### config.mk
export PLATFORM = sky130hd
export DESIGN_NAME = flow_metered_dose_controller
export DESIGN_NICKNAME = d
export VERILOG_FILES = /design/src/sv/fmdc_pkg.sv /design/src/sv/flow_metered_dose_controller.sv /design/src/sv/fmdc_alu.sv /design/src/sv/fmdc_ctrl.sv
export SDC_FILE = /design/constraint.sdc
export NUM_CORES = 2
export LEC_CHECK = 0
export ABC_AREA = 1
export ABC_CLOCK_PERIOD_IN_PS = 12200
export BUFFER_PORTS_ARGS = -buffer_cell sky130_fd_sc_hd__buf_2
export CAP_MARGIN = 15
export CORE_MARGIN = 5
export CORE_UTILIZATION = 65
export CTS_CLUSTER_DIAMETER = 100
export DETAILED_ROUTE_END_ITERATION = 8
export PLACE_DENSITY = 0.82
export SETUP_SLACK_MARGIN = 0.02
export SLEW_MARGIN = 20
export SYNTH_ARGS = -nofsm -noshare
export SYNTH_HDL_FRONTEND = slang
export SYNTH_SLANG_ARGS = --single-unit
### constraint.sdc
create_clock -name clk -period 12.2 [get_ports clk]
set_clock_uncertainty 0.1 [all_clocks]
set_input_delay 0.61 -clock clk [delete_from_list [all_inputs] [get_ports clk]]
set_output_delay 0.61 -clock clk [all_outputs]
set_load 0.005 [all_outputs]
### src/sv/fmdc_pkg.sv
// Shared types and constants of the flow metered dose controller.
package fmdc_pkg;

    localparam int unsigned ALU_W = 40;

    localparam logic [1:0] CMD_START = 2'd0;
    localparam logic [1:0] CMD_TICK  = 2'd1;
    localparam logic [1:0] CMD_ABORT = 2'd2;

    localparam logic [1:0] CAUSE_TARGET  = 2'd0;
    localparam logic [1:0] CAUSE_TIMEOUT = 2'd1;
    localparam logic [1:0] CAUSE_ABORT   = 2'd2;

    localparam logic [2:0] CFG_PULSES_PER_LITRE = 3'd0;
    localparam logic [2:0] CFG_TARGET_OFFSET    = 3'd1;
    localparam logic [2:0] CFG_LITRES_PER_PULSE = 3'd2;
    localparam logic [2:0] CFG_TIMEOUT_TICKS    = 3'd3;
    localparam logic [2:0] CFG_REPORT_EVERY     = 3'd4;

    localparam logic [15:0] RST_PULSES_PER_LITRE = 16'd8453;
    localparam logic [15:0] RST_TARGET_OFFSET    = 16'd15685;
    localparam logic [15:0] RST_LITRES_PER_PULSE = 16'd31758;
    localparam logic [9:0]  RST_TIMEOUT_TICKS    = 10'd100;
    localparam logic [5:0]  RST_REPORT_EVERY     = 6'd10;

    localparam logic [6:0]  PERCENT_FULL  = 7'd100;
    localparam logic [10:0] LITRES_MAX    = 11'd2047;
    localparam logic [9:0]  QUIET_MAX     = 10'd1023;

    localparam logic [1:0] ALU_NOP  = 2'd0;
    localparam logic [1:0] ALU_MUL  = 2'd1;
    localparam logic [1:0] ALU_CSUB = 2'd2;

    typedef struct packed {
        logic [15:0] pulses_per_litre_q12;
        logic [15:0] target_offset_q12;
        logic [15:0] litres_per_pulse_q16;
        logic [9:0]  timeout_ticks;
        logic [5:0]  report_every;
    } cfg_t;

    typedef struct packed {
        logic [1:0]       op;
        logic [ALU_W-1:0] a;
        logic [ALU_W-1:0] b;
    } alu_req_t;

    typedef struct packed {
        logic [ALU_W-1:0] y;
        logic             ge;
    } alu_rsp_t;

endpackage

### src/sv/flow_metered_dose_controller.sv
// Top level of the flow metered dose controller: configuration registers and unit wiring.
//
// One item is worked on at a time and s_tready is low while it is in progress; a result
// waiting in the output register does not hold off the next transfer. All products and
// the percent division run through one shared unit (a 32x16 multiplier and a 40-bit
// compare and subtract); the percent quotient is found in 8 restoring compare and
// subtract steps.
module flow_metered_dose_controller (
    input  logic        clk,
    input  logic        rst_n,
    input  logic        s_tvalid,
    output logic        s_tready,
    // litres_target [9:0], valve_select [10], tick_pulses [18:11], zero fill [23:19]
    input  logic [23:0] s_tdata,
    // cmd [1:0]
    input  logic [1:0]  s_tuser,
    output logic        m_tvalid,
    input  logic        m_tready,
    // dosing [0], valve_id [1], report_valid [2], percent_done [9:3], finished [10],
    // end_cause [12:11], litres_delivered [23:13]
    output logic [23:0] m_tdata,
    input  logic        cfg_we,
    input  logic [2:0]  cfg_index,
    input  logic [15:0] cfg_wdata
);

    fmdc_pkg::cfg_t     cfg_reg;
    fmdc_pkg::cfg_t     cfg_next;
    fmdc_pkg::alu_req_t alu_req;
    fmdc_pkg::alu_rsp_t alu_rsp;

    always_comb
    begin
        cfg_next = cfg_reg;
        if (cfg_we)
        begin
            unique case (cfg_index)
                fmdc_pkg::CFG_PULSES_PER_LITRE: cfg_next.pulses_per_litre_q12 = cfg_wdata;
                fmdc_pkg::CFG_TARGET_OFFSET:    cfg_next.target_offset_q12    = cfg_wdata;
                fmdc_pkg::CFG_LITRES_PER_PULSE: cfg_next.litres_per_pulse_q16 = cfg_wdata;
                fmdc_pkg::CFG_TIMEOUT_TICKS:    cfg_next.timeout_ticks = cfg_wdata[9:0];
                fmdc_pkg::CFG_REPORT_EVERY:     cfg_next.report_every  = cfg_wdata[5:0];
                default:                        cfg_next = cfg_reg;
            endcase
        end
    end

    always_ff @(posedge clk or negedge rst_n)
    begin
        if (!rst_n)
        begin
            cfg_reg.pulses_per_litre_q12 <= fmdc_pkg::RST_PULSES_PER_LITRE;
            cfg_reg.target_offset_q12    <= fmdc_pkg::RST_TARGET_OFFSET;
            cfg_reg.litres_per_pulse_q16 <= fmdc_pkg::RST_LITRES_PER_PULSE;
            cfg_reg.timeout_ticks        <= fmdc_pkg::RST_TIMEOUT_TICKS;
            cfg_reg.report_every         <= fmdc_pkg::RST_REPORT_EVERY;
        end
        else
        begin
            cfg_reg <= cfg_next;
        end
    end

    fmdc_alu u_alu (
        .clk (clk),
        .req (alu_req),
        .rsp (alu_rsp)
    );

    fmdc_ctrl u_ctrl (
        .clk      (clk),
        .rst_n    (rst_n),
        .cfg      (cfg_reg),
        .s_tvalid (s_tvalid),
        .s_tready (s_tready),
        .s_tdata  (s_tdata),
        .s_tuser  (s_tuser),
        .m_tvalid (m_tvalid),
        .m_tready (m_tready),
        .m_tdata  (m_tdata),
        .alu_req  (alu_req),
        .alu_rsp  (alu_rsp)
    );

endmodule

### src/sv/fmdc_alu.sv
// Shared arithmetic unit: registered multiply or compare and conditional subtract.
module fmdc_alu (
    input  logic               clk,
    input  fmdc_pkg::alu_req_t req,
    output fmdc_pkg::alu_rsp_t rsp
);

    logic [fmdc_pkg::ALU_W-1:0] y_reg;
    logic [fmdc_pkg::ALU_W-1:0] y_next;
    logic                       ge_reg;
    logic                       ge_next;
    logic [47:0]                prod;
    logic                       ge;

    assign prod = req.a[31:0] * req.b[15:0];
    assign ge   = (req.a >= req.b);

    always_comb
    begin
        y_next  = y_reg;
        ge_next = ge_reg;
        unique case (req.op)
            fmdc_pkg::ALU_MUL:
            begin
                y_next = prod[fmdc_pkg::ALU_W-1:0];
            end
            fmdc_pkg::ALU_CSUB:
            begin
                ge_next = ge;
                y_next  = ge ? (req.a - req.b) : req.a;
            end
            default:
            begin
                y_next = y_reg;
            end
        endcase
    end

    always_ff @(posedge clk)
    begin
        y_reg  <= y_next;
        ge_reg <= ge_next;
    end

    assign rsp.y  = y_reg;
    assign rsp.ge = ge_reg;

endmodule

### src/sv/fmdc_ctrl.sv
// Sequencer, dose state and output register of the flow metered dose controller.
module fmdc_ctrl (
    input  logic               clk,
    input  logic               rst_n,
    input  fmdc_pkg::cfg_t     cfg,
    input  logic               s_tvalid,
    output logic               s_tready,
    input  logic [23:0]        s_tdata,
    input  logic [1:0]         s_tuser,
    output logic               m_tvalid,
    input  logic               m_tready,
    output logic [23:0]        m_tdata,
    output fmdc_pkg::alu_req_t alu_req,
    input  fmdc_pkg::alu_rsp_t alu_rsp
);

    localparam logic [3:0] S_IDLE    = 4'd0;
    localparam logic [3:0] S_GOAL    = 4'd1;
    localparam logic [3:0] S_SETGOAL = 4'd2;
    localparam logic [3:0] S_APPLY   = 4'd3;
    localparam logic [3:0] S_TICK    = 4'd4;
    localparam logic [3:0] S_MULX    = 4'd5;
    localparam logic [3:0] S_MUL100  = 4'd6;
    localparam logic [3:0] S_DIV     = 4'd7;
    localparam logic [3:0] S_DIVEND  = 4'd8;
    localparam logic [3:0] S_OUT     = 4'd9;

    logic [3:0]  state_reg, state_next;
    logic        running_reg, running_next;
    logic        active_valve_reg, active_valve_next;
    logic [9:0]  litres_goal_reg, litres_goal_next;
    logic [13:0] pulse_goal_reg, pulse_goal_next;
    logic [15:0] pulse_total_reg, pulse_total_next;
    logic [9:0]  quiet_ticks_reg, quiet_ticks_next;
    logic [5:0]  report_ticks_reg, report_ticks_next;

    logic [1:0]  cmd_reg, cmd_next;
    logic [9:0]  litres_reg, litres_next;
    logic        valve_reg, valve_next;
    logic [7:0]  pulses_reg, pulses_next;

    logic        rep_reg, rep_next;
    logic        fin_reg, fin_next;
    logic [1:0]  cause_reg, cause_next;
    logic [6:0]  pct_reg, pct_next;
    logic [10:0] lit_reg, lit_next;
    logic [6:0]  q_reg, q_next;
    logic [2:0]  idx_reg, idx_next;

    logic        m_tvalid_reg, m_tvalid_next;
    logic [23:0] m_tdata_reg, m_tdata_next;

    logic        accept;
    logic        load_out;
    logic [13:0] goal;
    logic [16:0] pulse_sum;
    logic [7:0]  q_full;
    logic [25:0] den;

    assign s_tready = (state_reg == S_IDLE);
    assign accept   = s_tvalid && s_tready;
    assign load_out = (state_reg == S_OUT) && (!m_tvalid_reg || m_tready);
    assign goal     = alu_rsp.ge ? alu_rsp.y[25:12] : 14'd0;
    assign pulse_sum = {1'b0, pulse_total_reg} + 17'(pulses_reg);
    assign q_full   = {q_reg, alu_rsp.ge};
    assign den      = {litres_goal_reg, 16'd0};

    always_comb
    begin
        state_next        = state_reg;
        running_next      = running_reg;
        active_valve_next = active_valve_reg;
        litres_goal_next  = litres_goal_reg;
        pulse_goal_next   = pulse_goal_reg;
        pulse_total_next  = pulse_total_reg;
        quiet_ticks_next  = quiet_ticks_reg;
        report_ticks_next = report_ticks_reg;
        cmd_next          = cmd_reg;
        litres_next       = litres_reg;
        valve_next        = valve_reg;
        pulses_next       = pulses_reg;
        rep_next          = rep_reg;
        fin_next          = fin_reg;
        cause_next        = cause_reg;
        pct_next          = pct_reg;
        lit_next          = lit_reg;
        q_next            = q_reg;
        idx_next          = idx_reg;
        m_tvalid_next     = m_tvalid_reg && !m_tready;
        m_tdata_next      = m_tdata_reg;
        alu_req.op        = fmdc_pkg::ALU_NOP;
        alu_req.a         = alu_rsp.y;
        alu_req.b         = '0;

        unique case (state_reg)
            S_IDLE:
            begin
                if (accept)
                begin
                    cmd_next    = s_tuser;
                    litres_next = s_tdata[9:0];
                    valve_next  = s_tdata[10];
                    pulses_next = s_tdata[18:11];
                    rep_next    = 1'b0;
                    fin_next    = 1'b0;
                    cause_next  = fmdc_pkg::CAUSE_TARGET;
                    pct_next    = '0;
                    lit_next    = '0;
                    priority if (s_tuser == fmdc_pkg::CMD_START && !running_reg)
                    begin
                        state_next = S_GOAL;
                    end
                    else if (s_tuser == fmdc_pkg::CMD_TICK && running_reg)
                    begin
                        state_next = S_TICK;
                    end
                    else if (s_tuser == fmdc_pkg::CMD_ABORT && running_reg)
                    begin
                        running_next = 1'b0;
                        fin_next     = 1'b1;
                        cause_next   = fmdc_pkg::CAUSE_ABORT;
                        state_next   = S_MULX;
                    end
                    else
                    begin
                        state_next = S_OUT;
                    end
                end
            end
            S_GOAL:
            begin
                alu_req.op = fmdc_pkg::ALU_MUL;
                alu_req.a  = fmdc_pkg::ALU_W'(cfg.pulses_per_litre_q12);
                alu_req.b  = fmdc_pkg::ALU_W'(litres_reg);
                state_next = S_SETGOAL;
            end
            S_SETGOAL:
            begin
                alu_req.op = fmdc_pkg::ALU_CSUB;
                alu_req.a  = alu_rsp.y;
                alu_req.b  = fmdc_pkg::ALU_W'(cfg.target_offset_q12);
                state_next = S_APPLY;
            end
            S_APPLY:
            begin
                active_valve_next = valve_reg;
                litres_goal_next  = litres_reg;
                pulse_goal_next   = goal;
                pulse_total_next  = '0;
                quiet_ticks_next  = '0;
                report_ticks_next = '0;
                if (goal == 14'd0)
                begin
                    fin_next   = 1'b1;
                    cause_next = fmdc_pkg::CAUSE_TARGET;
                end
                else
                begin
                    running_next = 1'b1;
                end
                state_next = S_OUT;
            end
            S_TICK:
            begin
                pulse_total_next = pulse_sum[16] ? 16'hFFFF : pulse_sum[15:0];
                if (pulses_reg != 8'd0)
                begin
                    quiet_ticks_next = '0;
                end
                else if (quiet_ticks_reg != fmdc_pkg::QUIET_MAX)
                begin
                    quiet_ticks_next = quiet_ticks_reg + 10'd1;
                end
                if (report_ticks_reg < cfg.report_every)
                begin
                    report_ticks_next = report_ticks_reg + 6'd1;
                end
                else
                begin
                    rep_next          = 1'b1;
                    report_ticks_next = '0;
                end
                state_next = S_MULX;
            end
            S_MULX:
            begin
                if (cmd_reg == fmdc_pkg::CMD_TICK)
                begin
                    priority if (pulse_total_reg >= 16'(pulse_goal_reg))
                    begin
                        fin_next     = 1'b1;
                        cause_next   = fmdc_pkg::CAUSE_TARGET;
                        running_next = 1'b0;
                    end
                    else if (quiet_ticks_reg >= cfg.timeout_ticks)
                    begin
                        fin_next     = 1'b1;
                        cause_next   = fmdc_pkg::CAUSE_TIMEOUT;
                        running_next = 1'b0;
                    end
                end
                alu_req.op = fmdc_pkg::ALU_MUL;
                alu_req.a  = fmdc_pkg::ALU_W'(pulse_total_reg);
                alu_req.b  = fmdc_pkg::ALU_W'(cfg.litres_per_pulse_q16);
                state_next = S_MUL100;
            end
            S_MUL100:
            begin
                if (fin_reg)
                begin
                    lit_next = (alu_rsp.y[31:27] != 5'd0) ? fmdc_pkg::LITRES_MAX
                                                          : alu_rsp.y[26:16];
                end
                if (rep_reg)
                begin
                    alu_req.op = fmdc_pkg::ALU_MUL;
                    alu_req.a  = alu_rsp.y;
                    alu_req.b  = fmdc_pkg::ALU_W'(fmdc_pkg::PERCENT_FULL);
                    idx_next   = 3'd7;
                    state_next = S_DIV;
                end
                else
                begin
                    state_next = S_OUT;
                end
            end
            S_DIV:
            begin
                alu_req.op = fmdc_pkg::ALU_CSUB;
                alu_req.a  = alu_rsp.y;
                alu_req.b  = fmdc_pkg::ALU_W'(den) << idx_reg;
                if (idx_reg != 3'd7)
                begin
                    q_next = {q_reg[5:0], alu_rsp.ge};
                end
                if (idx_reg == 3'd0)
                begin
                    state_next = S_DIVEND;
                end
                else
                begin
                    idx_next = idx_reg - 3'd1;
                end
            end
            S_DIVEND:
            begin
                if (q_full[7] || (q_full[6:0] > fmdc_pkg::PERCENT_FULL))
                begin
                    pct_next = fmdc_pkg::PERCENT_FULL;
                end
                else
                begin
                    pct_next = q_full[6:0];
                end
                state_next = S_OUT;
            end
            S_OUT:
            begin
                if (load_out)
                begin
                    m_tvalid_next = 1'b1;
                    m_tdata_next  = {lit_reg, cause_reg, fin_reg, pct_reg, rep_reg,
                                     active_valve_reg, running_reg};
                    state_next    = S_IDLE;
                end
            end
            default:
            begin
                state_next = S_IDLE;
            end
        endcase
    end

    always_ff @(posedge clk or negedge rst_n)
    begin
        if (!rst_n)
        begin
            state_reg        <= S_IDLE;
            running_reg      <= 1'b0;
            active_valve_reg <= 1'b0;
            litres_goal_reg  <= '0;
            pulse_goal_reg   <= '0;
            pulse_total_reg  <= '0;
            quiet_ticks_reg  <= '0;
            report_ticks_reg <= '0;
            m_tvalid_reg     <= 1'b0;
        end
        else
        begin
            state_reg        <= state_next;
            running_reg      <= running_next;
            active_valve_reg <= active_valve_next;
            litres_goal_reg  <= litres_goal_next;
            pulse_goal_reg   <= pulse_goal_next;
            pulse_total_reg  <= pulse_total_next;
            quiet_ticks_reg  <= quiet_ticks_next;
            report_ticks_reg <= report_ticks_next;
            m_tvalid_reg     <= m_tvalid_next;
        end
    end

    always_ff @(posedge clk)
    begin
        cmd_reg     <= cmd_next;
        litres_reg  <= litres_next;
        valve_reg   <= valve_next;
        pulses_reg  <= pulses_next;
        rep_reg     <= rep_next;
        fin_reg     <= fin_next;
        cause_reg   <= cause_next;
        pct_reg     <= pct_next;
        lit_reg     <= lit_next;
        q_reg       <= q_next;
        idx_reg     <= idx_next;
        m_tdata_reg <= m_tdata_next;
    end

    assign m_tvalid = m_tvalid_reg;
    assign m_tdata  = m_tdata_reg;

`ifndef SYNTHESIS
    a_div_only_on_report: assert property (@(posedge clk) disable iff (!rst_n)
        (state_reg == S_DIV) |-> rep_reg)
        else $error("division running without a progress report");

    a_finish_stops_dose: assert property (@(posedge clk) disable iff (!rst_n)
        (load_out && fin_reg) |-> !running_reg)
        else $error("finished result while the dose still runs");

    a_start_clean: assert property (@(posedge clk) disable iff (!rst_n)
        $rose(running_reg) |-> (pulse_total_reg == 16'd0 && pulse_goal_reg != 14'd0))
        else $error("dose started with stale pulse count or empty goal");

    a_busy_after_transfer: assert property (@(posedge clk) disable iff (!rst_n)
        accept |=> (state_reg != S_IDLE))
        else $error("sequencer idle right after an input transfer");
`endif

endmodule

==> impl_results.md <==
* Area Growth Syn to Fin at 5.93%
* WL final at 89.8 mm
* Min cycle time layout at 9.20 ns
* Critical Path Fanout Max at 16
* Remaining antenna violation count at 0
* Setup tns final at 0 ns
* Global Route Usage Sum at 36.0%
* Vias in the first global route at 25600
* Reg clk slew, reported paths at 0.07 ns
* Max Clock Freq at 109 MHz
* IO buf count at 70
* Max_cap viols at 0
* Top-Level Pins at 76
* DRC viols at 0
* Hold path startpoint: s_tdata[17]
* Vias per cell at 5.78
* Die height at 225 microns
* Worst skew pair latency at 0.55 ns
* Htree depth at 1
* Worst-case clock buffer depth at 3
* CP startpoint: u_ctrl.state_reg[3]
* Yosys top cell by area: fa_1
* R2R Path Start: u_ctrl.state_reg[3]
* Critical path's largest stage delay at 0.61 ns
* Crit path DAT at 9.40 ns
* DR pass1 iterations at 6
* Post-synth cell types at 61
* Most common cell on crit path: inv_1
* Sequential share of the synthesized area at 22.5%
* Final hold viol count at 0
* Mapped Area at around 30000 sq um
* Full die area at about 50000 sq um
* Post-synth EDFFs at 118
* Reg2reg setup slack at 3.00 ns
* Worst min-delay path category: input port to flip-flop
* Wire length per cell at ~20 microns
* Area fraction of the dominant cell type after synthesis at a little over a quarter
* Synth top area cells: fa_1 (26%), edfxtp_1 (12%), nand2_1 (12%), inv_1 (11%), dfrtp_1 (8.5%)
* Slew HR at 29.8%
* Setup violators final at 0
* Crit. End Element: flip-flop
* Status: finished, final reports clean
* RSZ-0062 raised after global routing: no
* Yosys reg bits at 245
* Max FFs per register at 64
* Post-CTS Setup Bufs at 0
* Crit Path Class: flip-flop to flip-flop
* Yosys warnings at 0
* Root Driver: clkbuf_16
* First-pass GRT wire length at 142 mm
* Pin count of the biggest net entering global routing at 77
* Core Region at ~45000 sq um
* Predominant post-synthesis flop cell: edfxtp_1
* Initial DRC count at 2990
* Slew of the pin with the lowest slew margin at ~1.1 ns
* CTS tree: done
* Post-synth ARST share at 51.8%
* Synth Instances at 3845
* Initial antenna violation count at 0
* Gp weighted congestion at between 1 and 1.5
* Cell row count at 78
* Syn avg cell area at just under 8 sq um
* Slew Viols, Final at 0
* GRT overflow at 0
* Vias at 25800
* Worst EP required at 12.40 ns
* CTS Buf Count at 25
* Detailed Place HPWL at about 70 mm
* Layout Nets at 4474
* Initial core utilization at 65.9%
* Critical path launch point type: flip-flop
* Final Cycle Share at 75.4%
* Syn Nets at 4466
* Clock sink count at 245
* Max stage delay cell, worst path: inv_1
* Chip width at 225 microns
* Layout cells sized above 1 at 5.42%
==> layer usage <==
metal / track usage (%) / part of all wire [%] / up-vias
met1: 52.2 / 41 / 12400
met2: 54.5 / 44 / 1403
met3: 8.01 / 12 / 213
met5: 0 / 0 / -
met4: 11.8 / 3.7 / 0
li1: - / - / 11800
==> what timing repair did <==
action                    4_1_cts  5_1_grt
gates resized for setup         0        0
hold endpoints to repair        0       22
hold buffers                    0        1
==> layout by cell type, fill, tap and decap left out, types with 4 or more instances in the layout <==
master / n
a21boi_0: 5
a21o_1: 11
a21oi_1: 163
a221oi_1: 4
a22o_1: 4
a22oi_1: 9
a31oi_1: 18
and3_1: 5
buf_2: 69
buf_4: 37
clkbuf_16: 26
clkinv_2: 4
dfrtp_1: 102
dfstp_2: 25
edfxtp_1: 118
fa_1: 394
ha_1: 176
inv_1: 892
mux2i_1: 8
nand2_1: 922
nand3_1: 129
nand3b_1: 6
nand4_1: 27
nor2_1: 260
nor2_2: 4
nor3_1: 24
nor4_1: 11
o211ai_1: 13
o21a_1: 4
o21ai_0: 251
o21ai_1: 10
o21bai_1: 12
o22ai_1: 6
or2_2: 8
xnor2_1: 16
xor2_1: 37
==> worst max-delay path, delay by kind of cell, from the launching register on <==
family / cells / cell delay, ns
fa+ha+maj: 8 / 3.71
compound gates: 7 / 1.67
flops: 1 / 0.41
simple gates: 7 / 1.61
buf+inv: 9 / 1.45
==> layout make-up <==
cell class,count,area (sq um)
Antenna cell,1,2.50
Clock buffer,32,703
Clock inverter,14,144
Fill cell,3733,13700
Inverter,896,3360
Multi-Input combinational cell,2575,19400
Sequential cell,245,6750
Tap cell,600,751
Timing Repair Buffer,110,683
==> cells in the mapped netlist (12+ instances only) <==
| cell | count |
|---|---|
| xnor2_1 | 16 |
| nand3_1 | 129 |
| o211ai_1 | 13 |
| inv_1 | 892 |
| fa_1 | 394 |
| edfxtp_1 | 118 |
| o21ai_0 | 251 |
| nor3_1 | 24 |
| dfrtp_1 | 102 |
| clkbuf_1 | 99 |
| nand2_1 | 922 |
| ha_1 | 177 |
| nand4_1 | 27 |
| xor2_1 | 37 |
| nor2_1 | 262 |
| a21oi_1 | 165 |
| o21bai_1 | 12 |
| buf_1 | 15 |
| dfstp_2 | 25 |
| a31oi_1 | 18 |
==> through the flow <==
stage / util (%) / area, sq um / setup slack [ns] / cells / hold WS [ns]
after floorplan: - / 30000 / 5.03 / 3845 / 0.214
after global placement: 67.8 / 30900 / 3.45 / 4422 / 0.302
after detailed placement: 67.8 / 30900 / 3.28 / 4422 / 0.305
after CTS: 69.7 / 31700 / 3.24 / 4468 / 0.125
after global routing: 69.8 / 31800 / 2.64 / 4472 / 0.121
final: 69.8 / 31800 / 3.00 / 4473 / 0.137
==> cells by family after synthesis <==
family                   count (synthesis)  synth area share [%]
AND/OR/NAND/NOR                       1411                  19.2
buffers and inverters                 1025                  13.0
adder cells (fa/ha/maj)                571                  33.7
AO/OA/AOI/OAI                          532                  9.83
flip-flops                             245                  22.5
XOR/XNOR                                53                  1.55
multiplexers                             8                 0.267
==> final timing paths <==
| kind | cells after the start | endpoint |
|---|---|---|
| max in group asynchronous | 4 | u_ctrl.pulse_goal_reg[4] |
| setup / recovery | 31 | u_alu.y_reg[27] |
| hold / removal | 1 | u_ctrl.pulses_reg[6] |
| setup reg to reg | 31 | u_alu.y_reg[27] |
| min in group asynchronous | 2 | u_ctrl.quiet_ticks_reg[8] |
| hold reg to reg | 0 | u_ctrl.m_tdata[12] |
Power is not shown: default switching activity piles up to over one toggle a cycle in this logic, so the estimate is an artifact.
